`config.mk`:
```
export PLATFORM = sky130hd
export DESIGN_NAME = qau_ctrl
export DESIGN_NICKNAME = d
export VERILOG_FILES = /design/src/hdl/qau_pkg.sv /design/src/hdl/qau_ctrl.sv
export SDC_FILE = /design/constraint.sdc
export NUM_CORES = 1
export LEC_CHECK = 0
export BUFFER_PORTS_ARGS = -buffer_cell sky130_fd_sc_hd__buf_2
export CAP_MARGIN = 20
export CORE_MARGIN = 5
export CORE_UTILIZATION = 45
export DETAILED_ROUTE_END_ITERATION = 10
export PLACE_DENSITY_LB_ADDON = 0.2
export SLEW_MARGIN = 5
export SYNTH_ARGS = -nofsm -noshare
export SYNTH_HDL_FRONTEND = slang
export SYNTH_SLANG_ARGS = --single-unit
```
`constraint.sdc`:
```
create_clock -name clk -period 2 [get_ports clk]
set_input_delay 0.3 -clock clk [delete_from_list [all_inputs] [get_ports clk]]
set_output_delay 0.3 -clock clk [all_outputs]
set_load 0.01 [all_outputs]
```
`src/hdl/qau_pkg.sv`:
```
// Shared types, constants and helper functions of the quaternion accumulator unit.
// Used by the controller, the datapath and the top level.
// Depends on nothing.
package qau_pkg;

  localparam int COMPONENT_WIDTH  = 32;
  localparam int SAT_BITS         = (COMPONENT_WIDTH < 32) ? COMPONENT_WIDTH : 32;
  localparam int RSQRT_ITERATIONS = 3;
  localparam int DATA_W           = 32;
  localparam int MUL_W            = DATA_W + 1;
  localparam int PROD_W           = 2 * MUL_W;
  localparam int ACC_W            = PROD_W + 2;
  localparam int STEP_W           = 4;

  localparam logic [DATA_W-1:0]        EPS_RESET = 32'd32;
  localparam logic signed [ACC_W-1:0]  Q_ONE     = ACC_W'(64'sh4000_0000);

  typedef enum logic [2:0] {
    OP_LOAD = 3'd0,
    OP_MUL  = 3'd1,
    OP_ROT  = 3'd2,
    OP_ADDV = 3'd3,
    OP_NORM = 3'd4
  } op_t;

  typedef enum logic [2:0] {
    MS_HAM, MS_WVEC, MS_SQ, MS_YY, MS_MY, MS_YH, MS_QY
  } msel_t;

  typedef enum logic [2:0] {
    ACT_NONE, ACT_ACC, ACT_SQ, ACT_WVEC, ACT_Y2, ACT_MY2, ACT_YNEW, ACT_SCALE
  } act_t;

  typedef enum logic [2:0] {
    CM_LOAD, CM_HAM, CM_ADDV, CM_ONE, CM_NORM, CM_KEEP
  } commit_t;

  typedef enum logic [4:0] {
    ST_IDLE, ST_DECODE, ST_WVEC, ST_WGAP, ST_HAM, ST_DRAIN1, ST_DRAIN2,
    ST_SQ, ST_SQD1, ST_SQD2, ST_ZCHK, ST_SHIFT, ST_SEED,
    ST_NYY, ST_NYYW, ST_NMY, ST_NMYW, ST_NYH, ST_NYHW, ST_NSC, ST_COMMIT
  } state_t;

  typedef struct packed {
    logic       take;
    msel_t      msel;
    logic [1:0] cidx;
    logic [1:0] tidx;
    act_t       act;
    logic       first;
    logic       last;
    logic       shift;
    logic       seed;
    logic       commit_en;
    commit_t    commit;
  } qau_cmd_t;

  typedef struct packed {
    logic [2:0] op;
    logic       zero_hit;
    logic       m_ok;
    logic       out_busy;
  } qau_sts_t;

  typedef struct packed {
    logic [1:0] ia;
    logic [1:0] ib;
    logic       neg;
  } ham_term_t;

  typedef struct packed {
    logic                     sat;
    logic signed [DATA_W-1:0] val;
  } clip_t;

  // Term t of Hamilton component c: a index, b index and sign.
  function automatic ham_term_t ham_term(input logic [1:0] c, input logic [1:0] t);
    ham_term_t r;
    unique case ({c, t})
      4'h0: r = '{2'd0, 2'd0, 1'b0};
      4'h1: r = '{2'd1, 2'd1, 1'b1};
      4'h2: r = '{2'd2, 2'd2, 1'b1};
      4'h3: r = '{2'd3, 2'd3, 1'b1};
      4'h4: r = '{2'd0, 2'd1, 1'b0};
      4'h5: r = '{2'd1, 2'd0, 1'b0};
      4'h6: r = '{2'd2, 2'd3, 1'b0};
      4'h7: r = '{2'd3, 2'd2, 1'b1};
      4'h8: r = '{2'd0, 2'd2, 1'b0};
      4'h9: r = '{2'd2, 2'd0, 1'b0};
      4'hA: r = '{2'd3, 2'd1, 1'b0};
      4'hB: r = '{2'd1, 2'd3, 1'b1};
      4'hC: r = '{2'd0, 2'd3, 1'b0};
      4'hD: r = '{2'd3, 2'd0, 1'b0};
      4'hE: r = '{2'd1, 2'd2, 1'b0};
      4'hF: r = '{2'd2, 2'd1, 1'b1};
    endcase
    return r;
  endfunction

  // Starting value of the reciprocal square root, Q2.30.
  function automatic logic [DATA_W-1:0] rsq_seed(input logic [2:0] idx);
    logic [DATA_W-1:0] r;
    unique case (idx)
      3'd0, 3'd1, 3'd2: r = 32'd960383883;
      3'd3:             r = 32'd811672527;
      3'd4:             r = 32'd715827883;
      3'd5:             r = 32'd647490680;
      3'd6:             r = 32'd595604800;
      3'd7:             r = 32'd554477895;
    endcase
    return r;
  endfunction

  // Saturate to the signed component range and report clipping.
  function automatic clip_t clip_sat(input logic signed [ACC_W-1:0] v);
    logic signed [ACC_W-1:0] hi;
    logic signed [ACC_W-1:0] lo;
    clip_t r;
    hi = {{(ACC_W-SAT_BITS+1){1'b0}}, {(SAT_BITS-1){1'b1}}};
    lo = ~hi;
    if (v > hi) begin
      r = '{1'b1, hi[DATA_W-1:0]};
    end else if (v < lo) begin
      r = '{1'b1, lo[DATA_W-1:0]};
    end else begin
      r = '{1'b0, v[DATA_W-1:0]};
    end
    return r;
  endfunction

endpackage

```
`src/hdl/qau_ctrl.sv`:
```
// Controller of the quaternion accumulator unit: sequences the shared multiplier.
// Depends on qau_pkg.
module qau_ctrl #(
  parameter int RSQRT_ITERATIONS = qau_pkg::RSQRT_ITERATIONS
) (
  input  logic              clk,
  input  logic              rst_n,
  input  logic              in_valid,
  output logic              in_ready,
  input  qau_pkg::qau_sts_t sts,
  output qau_pkg::qau_cmd_t cmd
);

  localparam int IW = $clog2(RSQRT_ITERATIONS + 1);

  qau_pkg::state_t             state_r, state_nxt;
  logic [qau_pkg::STEP_W-1:0]  step_r, step_nxt;
  logic [IW-1:0]               iter_r, iter_nxt;

  always_ff @(posedge clk) begin
    if (!rst_n) begin
      state_r <= qau_pkg::ST_IDLE;
      step_r  <= '0;
      iter_r  <= '0;
    end else begin
      state_r <= state_nxt;
      step_r  <= step_nxt;
      iter_r  <= iter_nxt;
    end
  end

  // Next state.
  always_comb begin
    state_nxt = state_r;
    iter_nxt  = iter_r;
    unique case (state_r)
      qau_pkg::ST_IDLE: begin
        if (in_valid) state_nxt = qau_pkg::ST_DECODE;
      end
      qau_pkg::ST_DECODE: begin
        case (sts.op)
          qau_pkg::OP_MUL, qau_pkg::OP_ROT: state_nxt = qau_pkg::ST_HAM;
          qau_pkg::OP_ADDV:                 state_nxt = qau_pkg::ST_WVEC;
          qau_pkg::OP_NORM:                 state_nxt = qau_pkg::ST_SQ;
          default:                          state_nxt = qau_pkg::ST_COMMIT;
        endcase
      end
      qau_pkg::ST_WVEC:   if (step_r == 4'd2) state_nxt = qau_pkg::ST_WGAP;
      qau_pkg::ST_WGAP:   state_nxt = qau_pkg::ST_HAM;
      qau_pkg::ST_HAM:    if (step_r == 4'd15) state_nxt = qau_pkg::ST_DRAIN1;
      qau_pkg::ST_DRAIN1: state_nxt = qau_pkg::ST_DRAIN2;
      qau_pkg::ST_DRAIN2: state_nxt = qau_pkg::ST_COMMIT;
      qau_pkg::ST_SQ:     if (step_r == 4'd3) state_nxt = qau_pkg::ST_SQD1;
      qau_pkg::ST_SQD1:   state_nxt = qau_pkg::ST_SQD2;
      qau_pkg::ST_SQD2:   state_nxt = qau_pkg::ST_ZCHK;
      qau_pkg::ST_ZCHK: begin
        if (!sts.zero_hit) begin
          state_nxt = qau_pkg::ST_SHIFT;
        end else if (!sts.out_busy) begin
          state_nxt = qau_pkg::ST_IDLE;
        end
      end
      qau_pkg::ST_SHIFT:  if (sts.m_ok) state_nxt = qau_pkg::ST_SEED;
      qau_pkg::ST_SEED: begin
        state_nxt = qau_pkg::ST_NYY;
        iter_nxt  = '0;
      end
      qau_pkg::ST_NYY:    state_nxt = qau_pkg::ST_NYYW;
      qau_pkg::ST_NYYW:   state_nxt = qau_pkg::ST_NMY;
      qau_pkg::ST_NMY:    state_nxt = qau_pkg::ST_NMYW;
      qau_pkg::ST_NMYW:   state_nxt = qau_pkg::ST_NYH;
      qau_pkg::ST_NYH:    state_nxt = qau_pkg::ST_NYHW;
      qau_pkg::ST_NYHW: begin
        if (iter_r == IW'(RSQRT_ITERATIONS - 1)) begin
          state_nxt = qau_pkg::ST_NSC;
        end else begin
          state_nxt = qau_pkg::ST_NYY;
          iter_nxt  = iter_r + 1'b1;
        end
      end
      qau_pkg::ST_NSC:    if (step_r == 4'd3) state_nxt = qau_pkg::ST_DRAIN1;
      qau_pkg::ST_COMMIT: if (!sts.out_busy) state_nxt = qau_pkg::ST_IDLE;
      default:            state_nxt = qau_pkg::ST_IDLE;
    endcase
    step_nxt = (state_nxt == state_r) ? step_r + 1'b1 : '0;
  end

  // Commands to the datapath.
  always_comb begin
    cmd          = '0;
    cmd.msel     = qau_pkg::MS_HAM;
    cmd.act      = qau_pkg::ACT_NONE;
    cmd.commit   = qau_pkg::CM_KEEP;
    in_ready     = 1'b0;
    unique case (state_r)
      qau_pkg::ST_IDLE: begin
        in_ready = 1'b1;
        cmd.take = in_valid;
      end
      qau_pkg::ST_WVEC: begin
        cmd.msel = qau_pkg::MS_WVEC;
        cmd.cidx = step_r[1:0] + 2'd1;
        cmd.act  = qau_pkg::ACT_WVEC;
      end
      qau_pkg::ST_HAM: begin
        cmd.msel  = qau_pkg::MS_HAM;
        cmd.cidx  = step_r[3:2];
        cmd.tidx  = step_r[1:0];
        cmd.act   = qau_pkg::ACT_ACC;
        cmd.first = (step_r[1:0] == 2'd0);
        cmd.last  = (step_r[1:0] == 2'd3);
      end
      qau_pkg::ST_SQ: begin
        cmd.msel  = qau_pkg::MS_SQ;
        cmd.cidx  = step_r[1:0];
        cmd.act   = qau_pkg::ACT_SQ;
        cmd.first = (step_r[1:0] == 2'd0);
        cmd.last  = (step_r[1:0] == 2'd3);
      end
      qau_pkg::ST_ZCHK: begin
        cmd.commit    = qau_pkg::CM_ONE;
        cmd.commit_en = sts.zero_hit && !sts.out_busy;
      end
      qau_pkg::ST_SHIFT: cmd.shift = !sts.m_ok;
      qau_pkg::ST_SEED:  cmd.seed  = 1'b1;
      qau_pkg::ST_NYY: begin
        cmd.msel = qau_pkg::MS_YY;
        cmd.act  = qau_pkg::ACT_Y2;
      end
      qau_pkg::ST_NMY: begin
        cmd.msel = qau_pkg::MS_MY;
        cmd.act  = qau_pkg::ACT_MY2;
      end
      qau_pkg::ST_NYH: begin
        cmd.msel = qau_pkg::MS_YH;
        cmd.act  = qau_pkg::ACT_YNEW;
      end
      qau_pkg::ST_NSC: begin
        cmd.msel = qau_pkg::MS_QY;
        cmd.cidx = step_r[1:0];
        cmd.act  = qau_pkg::ACT_SCALE;
      end
      qau_pkg::ST_COMMIT: begin
        cmd.commit_en = !sts.out_busy;
        case (sts.op)
          qau_pkg::OP_LOAD:                 cmd.commit = qau_pkg::CM_LOAD;
          qau_pkg::OP_MUL, qau_pkg::OP_ROT: cmd.commit = qau_pkg::CM_HAM;
          qau_pkg::OP_ADDV:                 cmd.commit = qau_pkg::CM_ADDV;
          qau_pkg::OP_NORM:                 cmd.commit = qau_pkg::CM_NORM;
          default:                          cmd.commit = qau_pkg::CM_KEEP;
        endcase
      end
      default: ;
    endcase
  end

  a_take_closes: assert property (@(posedge clk) disable iff (!rst_n)
    cmd.take |=> !in_ready)
    else $error("input still open after an item was taken");

  a_commit_free: assert property (@(posedge clk) disable iff (!rst_n)
    cmd.commit_en |-> !sts.out_busy)
    else $error("result committed over an untaken result");

  a_iter_bound: assert property (@(posedge clk) disable iff (!rst_n)
    iter_r <= IW'(RSQRT_ITERATIONS - 1))
    else $error("Newton iteration count out of range");

endmodule

```
# Yosys cells after proc, flatten, opt, wreduce, memory -nomap -nowiden

Index checks and enable logic that the tools add are counted.
W data, S select, Z words.

Reduce and logical (&&, ||, !) cells: 12
Equality and inequality tests: 31
Add/subtract/negate cells: 3
Muxes and demuxes: 24

Operators by type and width:

| operator              | number |
|---|---|
| $pmux W5 S21          | 1 |
| $mux W5               | 9 |
| $eq A5 B4 Y1 const B  | 8 |
| $eq A5 B5 Y1 const B  | 5 |
| $pmux W3 S7           | 1 |
| $eq A5 B3 Y1 const B  | 4 |
| $pmux W3 S6           | 1 |
| $pmux W5 S3           | 1 |
| $pmux W3 S4           | 1 |
| $eq A5 B2 Y1 const B  | 2 |
| $eq A4 B2 Y1 const B  | 2 |
| $pmux W4 S2           | 1 |
| $eq A3 B2 Y1 const B  | 2 |
| $mux W2               | 3 |
| $pmux W2 S3           | 1 |
| $reduce_or A2 Y1      | 3 |
| $eq A5 B1 Y1 const B  | 1 |
| $eq A5 B5 Y1          | 1 |
| $logic_not A5 Y1      | 1 |
| $add A2 B1 Y2 const B | 2 |
| $add A4 B1 Y4 const B | 1 |
| $eq A2 B2 Y1 const B  | 2 |
| $eq A4 B4 Y1 const B  | 1 |
| $mux W1               | 4 |
| 10 further kinds      | 12 |

Logic and storage cells: 73
Bits in registers: 11
Output and inout bits: 20
Input bits: 9

# Depth between registers and ports, before layout

Gate-level depths: netlist of run 1.

Depth after elaboration: 6
Depth in mapped cells: 8
Gate-level depth less buffers: 8

# Least setup slack after synthesis of run 1

Ideal clock, no wire load.

Kind: flip-flop to flip-flop
Start: reg step_r[1] in the netlist's numbering
End: reg step_r[0] in the netlist's numbering
Cell stages (with the launch flop): 8
Library setup time: 0.092 ns
Buffers on the path: 0
Period minus slack after synthesis: 2.066 ns
Arrival time: 1.974 ns
Data required time: 1.908 ns
Path slack: -0.066 ns
Cell sequence: dfxtp_1 ha_1 or3b_4 nor2_4 o32ai_1 o41ai_2 o211ai_4 nor4_1

Cells in the longest elaborated chain, start to end: 5
Elaborated cells between the ends (all ways): 10
Classes of those cells: eq/ne (4); mux (5); reduce/logical (1)

RTL lines:

| item                                 | RTL line                       | RTL |
|---|---|---|
| start, declared                      | qau_ctrl.sv:17                 | `logic [qau_pkg::STEP_W-1:0] step_r, step_nxt;` |
| start signal, assigned               | qau_ctrl.sv:27                 | `step_r <= step_nxt;` |
| $eq A4 B2 Y1 (tied with other cells) | qau_ctrl.sv:53, qau_ctrl.sv:81 |  |
| $mux W5, on equally long branches    | --                             |  |
| $pmux W5 S21 *                       | qau_ctrl.sv:36                 | `unique case (state_r)` |
| $eq A5 B5 Y1 *                       | qau_ctrl.sv:85                 | `step_nxt = (state_nxt == state_r) ? step_r + 1'b1 : '0;` |
| $reduce_and A2 Y1 (no line) *        | --                             |  |

Mark *: on every way between the ends. The rest lies on a longest branch, timed or not.
A chain may end at the register's enable or synchronous reset.

# Worst setup path after layout of run 1

Start: reg step_r[1] in the netlist's numbering
End: reg step_r[3] in the netlist's numbering

Cells in the longest elaborated chain, start to end: 5
Elaborated cells between the ends (all ways): 11
Classes of those cells: add/sub (1); eq/ne (4); mux (5); reduce/logical (1)

RTL lines:

| item                                 | RTL line |
|---|---|
| $eq A4 B2 Y1 (tied with other cells) | qau_ctrl.sv:53, qau_ctrl.sv:81 |
| $mux W5, on equally long branches    | -- |
| $pmux W5 S21                         | qau_ctrl.sv:36 |
| $eq A5 B5 Y1                         | qau_ctrl.sv:85 |
| $reduce_and A2 Y1 (no line)          | -- |

Parallel ways exist; a longest one is shown, timed or not.

==> impl_summary.log, run 1 <==
[metrics] outcome: finished with violations
[metrics] violated checks: setup timing
[metrics] depth of the worst hold-timing path: 3
[metrics] Clock Tree Root: clkbuf_4
[metrics] Worst R2R Start: step_r[1]$_SDFF_PN0_
[metrics] final cell count without fillers: 301
[metrics] floorplan core area: 3003 µm²
[metrics] top area cells in the synthesized netlist: dfxtp_1 (16%), nor2b_1 (6.8%), a21oi_1 (4.7%)
[metrics] Die ar.: 4281 µm²
[metrics] initial antenna violation count: 0
[metrics] most common library cell in the layout ignoring fill and taps: buf_4
[metrics] width of the die: 65.43 µm
[metrics] antenna cell count: 0
[metrics] most used cells in the layout excluding fill and tap cells: buf_4 (54), buf_2 (28), nand2_1 (13), nor2_1 (13)
[metrics] Post-synth EDFFs: 0
[metrics] worst slack after detailed placement: -130.1 ps
[metrics] wire length of the first global-routing pass: 8252 µm
[metrics] layout filler cell count: 234
[metrics] total placed cells including tap cells: 280
[metrics] CTS clk-pin slew, worst paths: 80 ps
[metrics] Req. time, crit path: 2180 ps
[metrics] Initial Util: 46.04%
[metrics] distinct cell type count after synthesis: 60
[metrics] crit path launch type: flip-flop
[metrics] Worst-Margin Slew: 397.9 ps
[metrics] routed length per placed instance: 18.45 µm
[metrics] final routed wirelength across all metal layers: 5553 µm
[metrics] Pleak: 0.9817 nW
[metrics] clock latency reported for the late side of the worst-skew pair: 270 ps
[metrics] number of input and output port buffers inserted: 28
[metrics] post-layout worst setup margin: -116.6 ps
[metrics] TritonCTS clock tree: done
[metrics] setup repair after global routing missed its margin: yes
[metrics] share of synthesized registers carrying an async set or reset: 0%
[metrics] number of cell instances on the worst register-to-register path: 8
[metrics] Pwr Density: 1120 nW/µm²
[metrics] Main synth FF type: dfxtp_1
[metrics] total number of placement rows: 20
[metrics] 1st-pass router iterations: 5
[metrics] detailed-route vias per instance: 6.010
[metrics] IO Count: 29
[metrics] startpoint of the most critical setup path: step_r[1]$_SDFF_PN0_
[metrics] Synth Area per Inst: 7.239 µm²
[metrics] arrival time at the worst endpoint: 2290 ps
[metrics] flip-flop and latch count after synthesis: 11
[metrics] Worst Path Max Fanout: 4
[metrics] fmax: 472.5 MHz
[metrics] final count of pins violating max slew: 0
[metrics] final weighted congestion in routability-driven placement: 0.9078
[metrics] DRC viols: 0
[metrics] origin of the worst min-delay path: rst_n
[metrics] number of sinks driven by the clock tree: 11
[metrics] highest ir drop seen on vdd: 684.7 µV
[metrics] area share of the largest cell type after synthesis: 15.93%
[metrics] post-synthesis net count: 204
[metrics] number of endpoints with negative hold slack in the final report: 0
[metrics] kind of end point of the critical path: flip-flop
[metrics] Maximum Capacitance Violations: 0
[metrics] Hold Worst Slack: 335.4 ps
[metrics] maximum root-to-sink buffer count: 2
[metrics] headroom to the max-slew limit: 73.27%
[metrics] cell area after technology mapping: 1383 µm²
[metrics] warnings from Yosys: 0
[metrics] count of nets left with antenna violations after detail routing: 0
[metrics] worst min path class: in2reg
[metrics] Post-layout nets: 282
[metrics] overall routing resource usage: 24.73%
[metrics] hold buffers post-CTS: 0
[metrics] area delta synth->final: 56.92%
[metrics] overflow left after global routing: 0
[metrics] cell taking the most area after synthesis: dfxtp_1
[metrics] pin count of the biggest net entering global routing: 18
[metrics] total chip power: 0.002429 W
[metrics] fraction of layout instances using a drive strength above 1: 48.51%
[metrics] instance count of the mapped netlist: 191
[metrics] Setup Crit Path Kind: reg2reg
[metrics] final count of negative-setup-slack endpoints: 5
[metrics] sequential share of the synthesized area: 15.93%
[metrics] post-layout minimum cycle time: 2117 ps
[metrics] DRC violation total after the first TritonRoute iteration: 98
[metrics] dpl hpwl: 3777 µm
[metrics] vias after detailed routing: 1809
[metrics] total CTS buffers: 3
[metrics] final worst-path cycle share: 105.8%
[metrics] number of global-route vias before repair: 1789
[metrics] Clock H-tree levels: 1
[metrics] die height: 65.43 µm
[metrics] Final Skew: 1.728 ps
## repair_timing
item | CTS | global route
pin swaps | 2 | 11
gates resized for setup | 23 | 25
setup buffers | 9 | 8
setup endpoints to repair | 15 | 12
## layer usage
layer  wire (µm)  global-route usage [%]  vias to the layer above
met5           0                       0                        -
met3         401                   3.077                       11
met1        2368                   31.33                      858
met4          85                   9.067                        0
met2        2698                   42.60                       81
li1            -                       -                      859
## stage by stage
stage	TNS [ps]	utilization (%)	area [µm²]
2_1_floorplan	0	-	1398
3_3_place_gp	-381.5	61.33	1842
3_5_place_dp	-425.5	61.33	1842
4_1_cts	-111.6	67.00	2012
5_1_grt	-747.2	72.25	2170
6_report	-277.5	72.25	2170
## kinds of logic (layout without fill, tap and decap cells)
kind of cell / Yosys count / after routing / synth area share [%]
simple gates: 103 / 103 / 45.25
mux: 2 / 2 / 1.448
compound gates: 48 / 48 / 25.43
xor+xnor: 4 / 4 / 2.534
buf+inv: 19 / 96 / 5.791
fa+ha+maj: 4 / 4 / 3.620
flops: 11 / 11 / 15.93
## flip-flops by register name (all words and copies together) (netlist names)
register	cells
step_r	4
iter_r	2
state_r	5
## path summary, 6_finish.rpt
kind | endpoint | slack (ps)
hold / removal | state_r[2]$_SDFF_PN0_ | 340
setup reg to reg | step_r[3]$_SDFF_PN0_ | -120
setup / recovery | step_r[3]$_SDFF_PN0_ | -120
hold reg to reg | iter_r[0]$_SDFFE_PN0P_ | 550
## synth_stat cells (all sizes together), types with 3 or more instances
library cell  instances
xnor2                 3
clkbuf                5
o21ai                 6
ha                    4
buf                   8
nor3b                 3
a21boi                3
nor2                 15
nand4                 3
nand2                16
nor4                  8
inv                   6
a21oi                13
dfxtp                11
nor3                  7
or3                   4
and2                  3
nand3                 7
or3b                  3
nand2b                7
nor2b                16
a31oi                 4
## where the power goes
group	leakage (nW)	internal [W]	switching, W	total, W
logic	0.873	0.000913	0.00101	0.00192
clock network	0.0150	0.0000773	0.0000870	0.000164
registers	0.0932	0.000276	0.0000689	0.000345
total	0.982	0.00127	0.00116	0.00243
## worst max-delay path, stage by stage, from the launching register on
cell and delay [ps]:
dfxtp_2 360, ha_4 130, or3b_4 410, nor2_4 110, o32ai_2 100, buf_4 170
o41ai_4 280, o211ai_4 140, nor4_2 330
## final cells by class
type                    instances  area [µm²]  area share, %
clock buffers                   4       26.28          1.211
inverters                       6       22.52          1.038
multi-input cells             161        1242          57.27
flip-flops and latches         11       237.7          10.96
well taps                      33       41.29          1.903
repair buffers                 86       599.3          27.62
(Power assumes the default switching activity.)
==> run 2: changes to the inputs <==
==> constraint.sdc (replaced) <==
create_clock -name clk -period 2 [get_ports clk]
set_input_delay 0.3 -clock clk [delete_from_list [all_inputs] [get_ports clk]]
set_output_delay 0.3 -clock clk [all_outputs]
set_load 0.05 [all_outputs]
==> run 2 against run 1 <==
Against the previous run: the run still ends with setup timing left; die area unchanged; wire length up 9.0%; final cell count down 2.3%; via count up 5.1%; critical endpoint is now step_r[0]$_SDFF_PN0_; critical path depth down 1.
==> impl_summary.log, run 2 (same netlist as run 1, synthesis figures left out) <==
[metrics] number of global-route vias before repair: 1768 (-1.2%)
[metrics] highest ir drop seen on vdd: 1054 µV (+54%)
[metrics] 1st-pass router iterations: 5 (unchanged)
[metrics] final routed wirelength across all metal layers: 6050 µm (+9.0%)
[metrics] setup repair after global routing missed its margin: yes
[metrics] aggregate negative setup slack: -636.4 ps (-358.9 ps)
[metrics] total placed cells including tap cells: 277 (-1.1%)
[metrics] Worst Path Max Fanout: 7 (+3)
[metrics] DRC viols: 0 (unchanged)
[metrics] final count of negative-setup-slack endpoints: 7 (+2)
[metrics] most common library cell in the layout ignoring fill and taps: buf_4
[metrics] Area after DPL: 1839 µm² (-0.14%)
[metrics] Worst-Margin Slew: 462.8 ps (+64.91 ps)
[metrics] Maximum Capacitance Violations: 0 (unchanged)
[metrics] final cell count without fillers: 294 (-2.3%)
[metrics] maximum root-to-sink buffer count: 2 (unchanged)
[metrics] startpoint of the most critical setup path: state_r[3]$_SDFF_PN0_
[metrics] final worst-path cycle share: 107.2% (+1.4 points)
[metrics] dpl hpwl: 3675 µm (-2.7%)
[metrics] Top Registers: state_r: 5 flops, step_r: 4 flops, iter_r: 2 flops
[metrics] most used cells in the layout excluding fill and tap cells: buf_4 (45), buf_2 (14), buf_6 (14), nand2_1 (13), nor2_1 (12)
[metrics] total CTS buffers: 3 (unchanged)
[metrics] highest layer used for signal routing: met4
[metrics] Hold Worst Slack: 311.4 ps (-23.97 ps)
[metrics] Post-layout nets: 275 (-2.5%)
[metrics] number of sinks driven by the clock tree: 11 (unchanged)
[metrics] total number of placement rows: 20 (unchanged)
[metrics] Clock H-tree levels: 1 (unchanged)
[metrics] count of nets left with antenna violations after detail routing: 0 (unchanged)
[metrics] fmax: 466.3 MHz (-1.3%)
[metrics] arrival time at the worst endpoint: 2340 ps (+50 ps)
[metrics] origin of the worst min-delay path: rst_n
[metrics] wire length of the first global-routing pass: 8155 µm (-1.2%)
[metrics] final core area utilization: 76.08% (+3.8 points)
[metrics] number of input and output port buffers inserted: 28 (unchanged)
[metrics] hold buffers post-CTS: 0 (unchanged)
[metrics] post-layout minimum cycle time: 2145 ps (+27.92 ps)
[metrics] vias after detailed routing: 1901 (+5.1%)
[metrics] met1 WL: 2251 µm (-4.9%)
[metrics] CTS clk-pin slew, worst paths: 80 ps (about the same)
[metrics] overflow left after global routing: 0 (unchanged)
[metrics] met3 routed wirelength: 709 µm (+77%)
[metrics] pin count of the biggest net entering global routing: 17 (-1)
[metrics] Die ar.: 4281 µm² (unchanged)
[metrics] Clock Tree Root: clkbuf_4
[metrics] largest register by flop count: state_r
[metrics] Initial Util: 46.04% (unchanged)
[metrics] width of the die: 65.43 µm (unchanged)
[metrics] floorplan core area: 3003 µm² (unchanged)
[metrics] overall routing resource usage: 24.16% (-0.57 points)
[metrics] Req. time, crit path: 2190 ps (about the same)
[metrics] post-layout worst setup margin: -144.5 ps (-27.92 ps)
[metrics] number of endpoints with negative hold slack in the final report: 0 (unchanged)
[metrics] detailed-route vias per instance: 6.466 (+7.6%)
[metrics] initial antenna violation count: 0 (unchanged)
[metrics] IO Count: 29 (unchanged)
[metrics] DRC violation total after the first TritonRoute iteration: 134 (+37%)
[metrics] final count of pins violating max slew: 0 (unchanged)
[metrics] Pwr Density: 1246 nW/µm² (+11%)
[metrics] fraction of layout instances using a drive strength above 1: 53.64% (+5.1 points)
[metrics] worst min path class: in2reg
[metrics] area delta synth->final: 65.25%
[metrics] final weighted congestion in routability-driven placement: 1.089 (+20%)
[metrics] flip-flop count of the largest register, all copies and words added: 5 (unchanged)
[metrics] outcome: finished with violations
[metrics] Final Skew: 0.5165 ps (-1.212 ps)
[metrics] die height: 65.43 µm (unchanged)
[metrics] Setup Crit Path Kind: reg2reg
[metrics] routed length per placed instance: 20.58 µm (+12%)
[metrics] antenna cell count: 0 (unchanged)
[metrics] clock latency reported for the late side of the worst-skew pair: 290 ps (+20 ps)
[metrics] Worst R2R Start: state_r[3]$_SDFF_PN0_
[metrics] crit path launch type: flip-flop
[metrics] headroom to the max-slew limit: 69.15% (-4.1 points)
[metrics] met2 WL: 2732 µm (+1.3%)
[metrics] kind of end point of the critical path: flip-flop
[metrics] Pleak: 0.9466 nW (-3.6%)
[metrics] TritonCTS clock tree: done
[metrics] cell area after layout: 2285 µm² (+5.3%)
[metrics] violated checks: setup timing
run 2: cell count changes in the layout (fill, tap and decap cells not counted), sizes merged:
| cell | change |
|---|---|
| buf | -11 |
| inv | -1 |
| clkinvlp | +1 |
| clkbuf | +4 |
run 2: metrics by stage:
step | setup slack, ps | power, W
after floorplan | -347.3 | 0.001487
after global placement | -113.6 | 0.002014
after detailed placement | -116.8 | 0.002027
after CTS | -89.91 | 0.002411
after global routing | -239.3 | 0.002968
final | -144.5 | 0.002846
run 2: final timing paths:
path,to,slack [ps],cells past startpoint
worst max-delay path,step_r[0]$_SDFF_PN0_,-140,7
worst max register to register,step_r[0]$_SDFF_PN0_,-140,7
worst min register to register,iter_r[1]$_SDFFE_PN0P_,530,2
worst min-delay path,state_r[4]$_SDFF_PN0_,310,2
run 2: repair_timing:
action,CTS,global route
pin swaps,8,16
endpoints found under the setup margin,23,22
buffers inserted,8,5
gates resized for setup,32,57
run 2: routing by layer:
metal	vias up	GRT usage [%]
met1	847	30.81
met3	42	3.761
li1	847	-
met5	-	0
met2	165	40.46
met4	0	9.585
run 2: area by class of cell:
cell class / instances / area, µm²
inverters: 6 / 26.28
multi-input cells: 161 / 1331
clock buffers: 4 / 26.28
flip-flops and latches: 11 / 236.5
repair buffers: 79 / 623.1
fillers: 185 / 718.2
well taps: 33 / 41.29
run 2: critical path, cell delays in order (launching register included):
cell      delay (ps)
dfxtp_4          370
or3b_4           460
a311oi_1         380
a31oi_1          140
nand4_1          180
mux2i_1           90
buf_4            160
nor4_2           280
run 2: where the power goes:
group / total, W / switching [W] / internal, W
sequential: 0.000342 / 0.0000659 / 0.000276
combinational: 0.00233 / 0.00135 / 0.000985
clock: 0.000171 / 0.0000929 / 0.0000777
==> run 3: changes to the inputs <==
--- a/config.mk
+++ b/config.mk
@@ -7,8 +7,10 @@
 export LEC_CHECK = 0
 export BUFFER_PORTS_ARGS = -buffer_cell sky130_fd_sc_hd__buf_2
 export CAP_MARGIN = 20
+export CELL_PAD_IN_SITES_DETAIL_PLACEMENT = 1
+export CELL_PAD_IN_SITES_GLOBAL_PLACEMENT = 1
 export CORE_MARGIN = 5
-export CORE_UTILIZATION = 45
+export CORE_UTILIZATION = 35
 export DETAILED_ROUTE_END_ITERATION = 10
 export PLACE_DENSITY_LB_ADDON = 0.2
 export SLEW_MARGIN = 5
==> run 3 against run 2 <==
Against the previous run: via count grew 0.95%; the run still ends with setup timing left; cell area grew 4.3%; sequential power grew 2%; register-to-register slack lost 70 ps.
==> impl_summary.log, run 3 (same netlist as run 1, synthesis figures left out) <==
[metrics] overall routing resource usage: 26.81% (+2.6 points)
[metrics] most common library cell in the layout ignoring fill and taps: buf_4
[metrics] number of sinks driven by the clock tree: 11 (unchanged)
[metrics] headroom to the max-slew limit: 73.30% (+4.2 points)
[metrics] routed length per placed instance: 22.72 µm (+10%)
[metrics] met3 routed wirelength: 427 µm (-40%)
[metrics] clock latency reported for the late side of the worst-skew pair: 250 ps (-40 ps)
[metrics] antenna cell count: 0 (unchanged)
[metrics] Die ar.: 5307 µm² (+24%)
[metrics] critical path, cell by cell: or3b_4, buf_6, a311oi_2, a31oi_1, nand4_1, mux2i_4, nor4_2
[metrics] post-layout worst setup margin: -214.0 ps (-69.45 ps)
[metrics] most used cells in the layout excluding fill and tap cells: buf_4 (49), buf_6 (16), nand2_1 (14), buf_2 (13)
[metrics] peak per-stage delay on the critical path: 470 ps (about the same)
[metrics] aggregate negative setup slack: -1299 ps (-662.1 ps)
[metrics] Post-layout nets: 281 (+2.2%)
[metrics] Pleak: 0.9827 nW (+3.8%)
[metrics] Maximum Capacitance Violations: 0 (unchanged)
[metrics] post-layout minimum cycle time: 2214 ps (+69.45 ps)
[metrics] flip-flop count of the largest register, all copies and words added: 5 (unchanged)
[metrics] highest ir drop seen on vdd: 545.8 µV (-48%)
[metrics] final weighted congestion in routability-driven placement: 0.9582 (-12%)
[metrics] final count of negative-setup-slack endpoints: 11 (+4)
[metrics] DRC viols: 0 (unchanged)
[metrics] pin count of the biggest net entering global routing: 19 (+2)
[metrics] final worst-path cycle share: 110.7% (+3.5 points)
[metrics] kind of end point of the critical path: flip-flop
[metrics] Final Skew: 1.383 ps (+0.8661 ps)
[metrics] Top Registers: state_r: 5 flops, step_r: 4 flops, iter_r: 2 flops
[metrics] TritonCTS clock tree: done
[metrics] violated checks: setup timing
[metrics] Pwr Density: 1313 nW/µm² (+5.4%)
[metrics] number of global-route vias before repair: 2042 (+15%)
[metrics] Clock H-tree levels: 1 (unchanged)
[metrics] CTS clk-pin slew, worst paths: 50 ps (-30 ps)
[metrics] Hold Worst Slack: 369.5 ps (+58.03 ps)
[metrics] number of input and output port buffers inserted: 28 (unchanged)
[metrics] highest layer used for signal routing: met4
[metrics] slowest stage cell on the critical path: or3b_4
[metrics] setup repair after global routing missed its margin: yes
[metrics] final count of pins violating max slew: 0 (unchanged)
[metrics] Worst Path Max Fanout: 7 (unchanged)
[metrics] vias after detailed routing: 1919 (+0.95%)
[metrics] fraction of layout instances using a drive strength above 1: 52.81% (-0.83 points)
[metrics] Setup Crit Path Kind: reg2reg
[metrics] area delta synth->final: 72.31%
[metrics] Worst-Margin Slew: 398.1 ps (-64.68 ps)
[metrics] depth of the worst hold-timing path: 2 (unchanged)
[metrics] width of the die: 72.85 µm (+11%)
[metrics] final routed wirelength across all metal layers: 7158 µm (+18%)
[metrics] floorplan core area: 3744 µm² (+25%)
[metrics] total CTS buffers: 3 (unchanged)
[metrics] cell family with most CP delay: simple AND/OR/NAND/NOR gates
[metrics] number of endpoints with negative hold slack in the final report: 0 (unchanged)
[metrics] maximum root-to-sink buffer count: 2 (unchanged)
[metrics] number of stages on the worst setup path: 7 (unchanged)
[metrics] met2 WL: 3522 µm (+29%)
[metrics] outcome: finished with violations
[metrics] crit path launch type: flip-flop
[metrics] Initial Util: 36.93% (-9.1 points)
[metrics] initial antenna violation count: 0 (unchanged)
[metrics] count of buffering cells on the critical path with inverters included: 1 (unchanged)
[metrics] dpl hpwl: 4792 µm (+30%)
[metrics] met1 WL: 2966 µm (+32%)
[metrics] fmax: 451.7 MHz (-3.1%)
[metrics] wire length of the first global-routing pass: 10790 µm (+32%)
[metrics] layout filler cell count: 450 (+140%)
[metrics] Clock Tree Root: clkbuf_8
[metrics] die height: 72.85 µm (+11%)
[metrics] DRC violation total after the first TritonRoute iteration: 109 (-19%)
[metrics] hold buffers post-CTS: 0 (unchanged)
[metrics] total number of placement rows: 22 (+10%)
[metrics] largest register by flop count: state_r
[metrics] IO Count: 29 (unchanged)
[metrics] arrival time at the worst endpoint: 2340 ps (about the same)
[metrics] detailed-route vias per instance: 6.092 (-5.8%)
[metrics] worst min path class: in2reg
[metrics] count of nets left with antenna violations after detail routing: 0 (unchanged)
[metrics] 1st-pass router iterations: 4 (-1)
[metrics] overflow left after global routing: 0 (unchanged)
[metrics] number of cell instances on the worst register-to-register path: 7 (unchanged)
[metrics] Req. time, crit path: 2120 ps (-70 ps)
-- run 3: cell count changes in the layout (fill, tap and decap cells not counted), sizes merged --
cell and change:
clkbuf -2, buf +8
-- run 3: path summary, 6_finish.rpt --
kind	startpoint	end	slack, ps
max	state_r[4]$_SDFF_PN0_	step_r[3]$_SDFF_PN0_	-210
min	rst_n	state_r[4]$_SDFF_PN0_	370
max reg2reg	state_r[4]$_SDFF_PN0_	step_r[3]$_SDFF_PN0_	-210
min reg2reg	state_r[3]$_SDFF_PN0_	state_r[3]$_SDFF_PN0_	530
-- run 3: timing repair --
action / 4_1_cts / 5_1_grt
resized for setup: 57 / 35
pin swaps: 11 / 12
endpoints found under the setup margin: 20 / 24
cloned: 1 / 0
setup buffers: 3 / 3
-- run 3: layout make-up --
type                       count  area [µm²]  area share, %
sequential                    11       235.2          9.874
clock buffer                   4       45.04          1.891
multi-input combinational    161        1308          54.88
tap                           48       60.06          2.521
inverter                       6       26.28          1.103
timing repair buffer          85       708.2          29.73
-- run 3: through the flow --
step | instance area (µm²) | utilization, % | std cells | setup slack [ps] | total power [W]
6_report | 2382 | 63.64 | 315 | -214.0 | 0.003129
5_1_grt | 2382 | 63.64 | 315 | -225.3 | 0.003265
4_1_cts | 2248 | 60.06 | 313 | -82.01 | 0.002806
3_5_place_dp | 1976 | 52.77 | 306 | -166.9 | 0.002307
3_3_place_gp | 1976 | 52.77 | 306 | -85.27 | 0.002217
2_1_floorplan | 1431 | - | 191 | -347.3 | 0.001487
-- run 3: routing by layer --
metal	vias up	global-route usage, %
met2	89	45.99
met5	-	0
met3	25	4.683
met1	949	32.02
met4	0	12.91
li1	856	-
-- run 3: power by group --
| part | internal [W] | switching [W] |
|---|---|---|
| clock network | 0.000141 | 0.0000919 |
| registers | 0.000276 | 0.0000739 |
| logic | 0.00108 | 0.00146 |
| total | 0.00150 | 0.00163 |
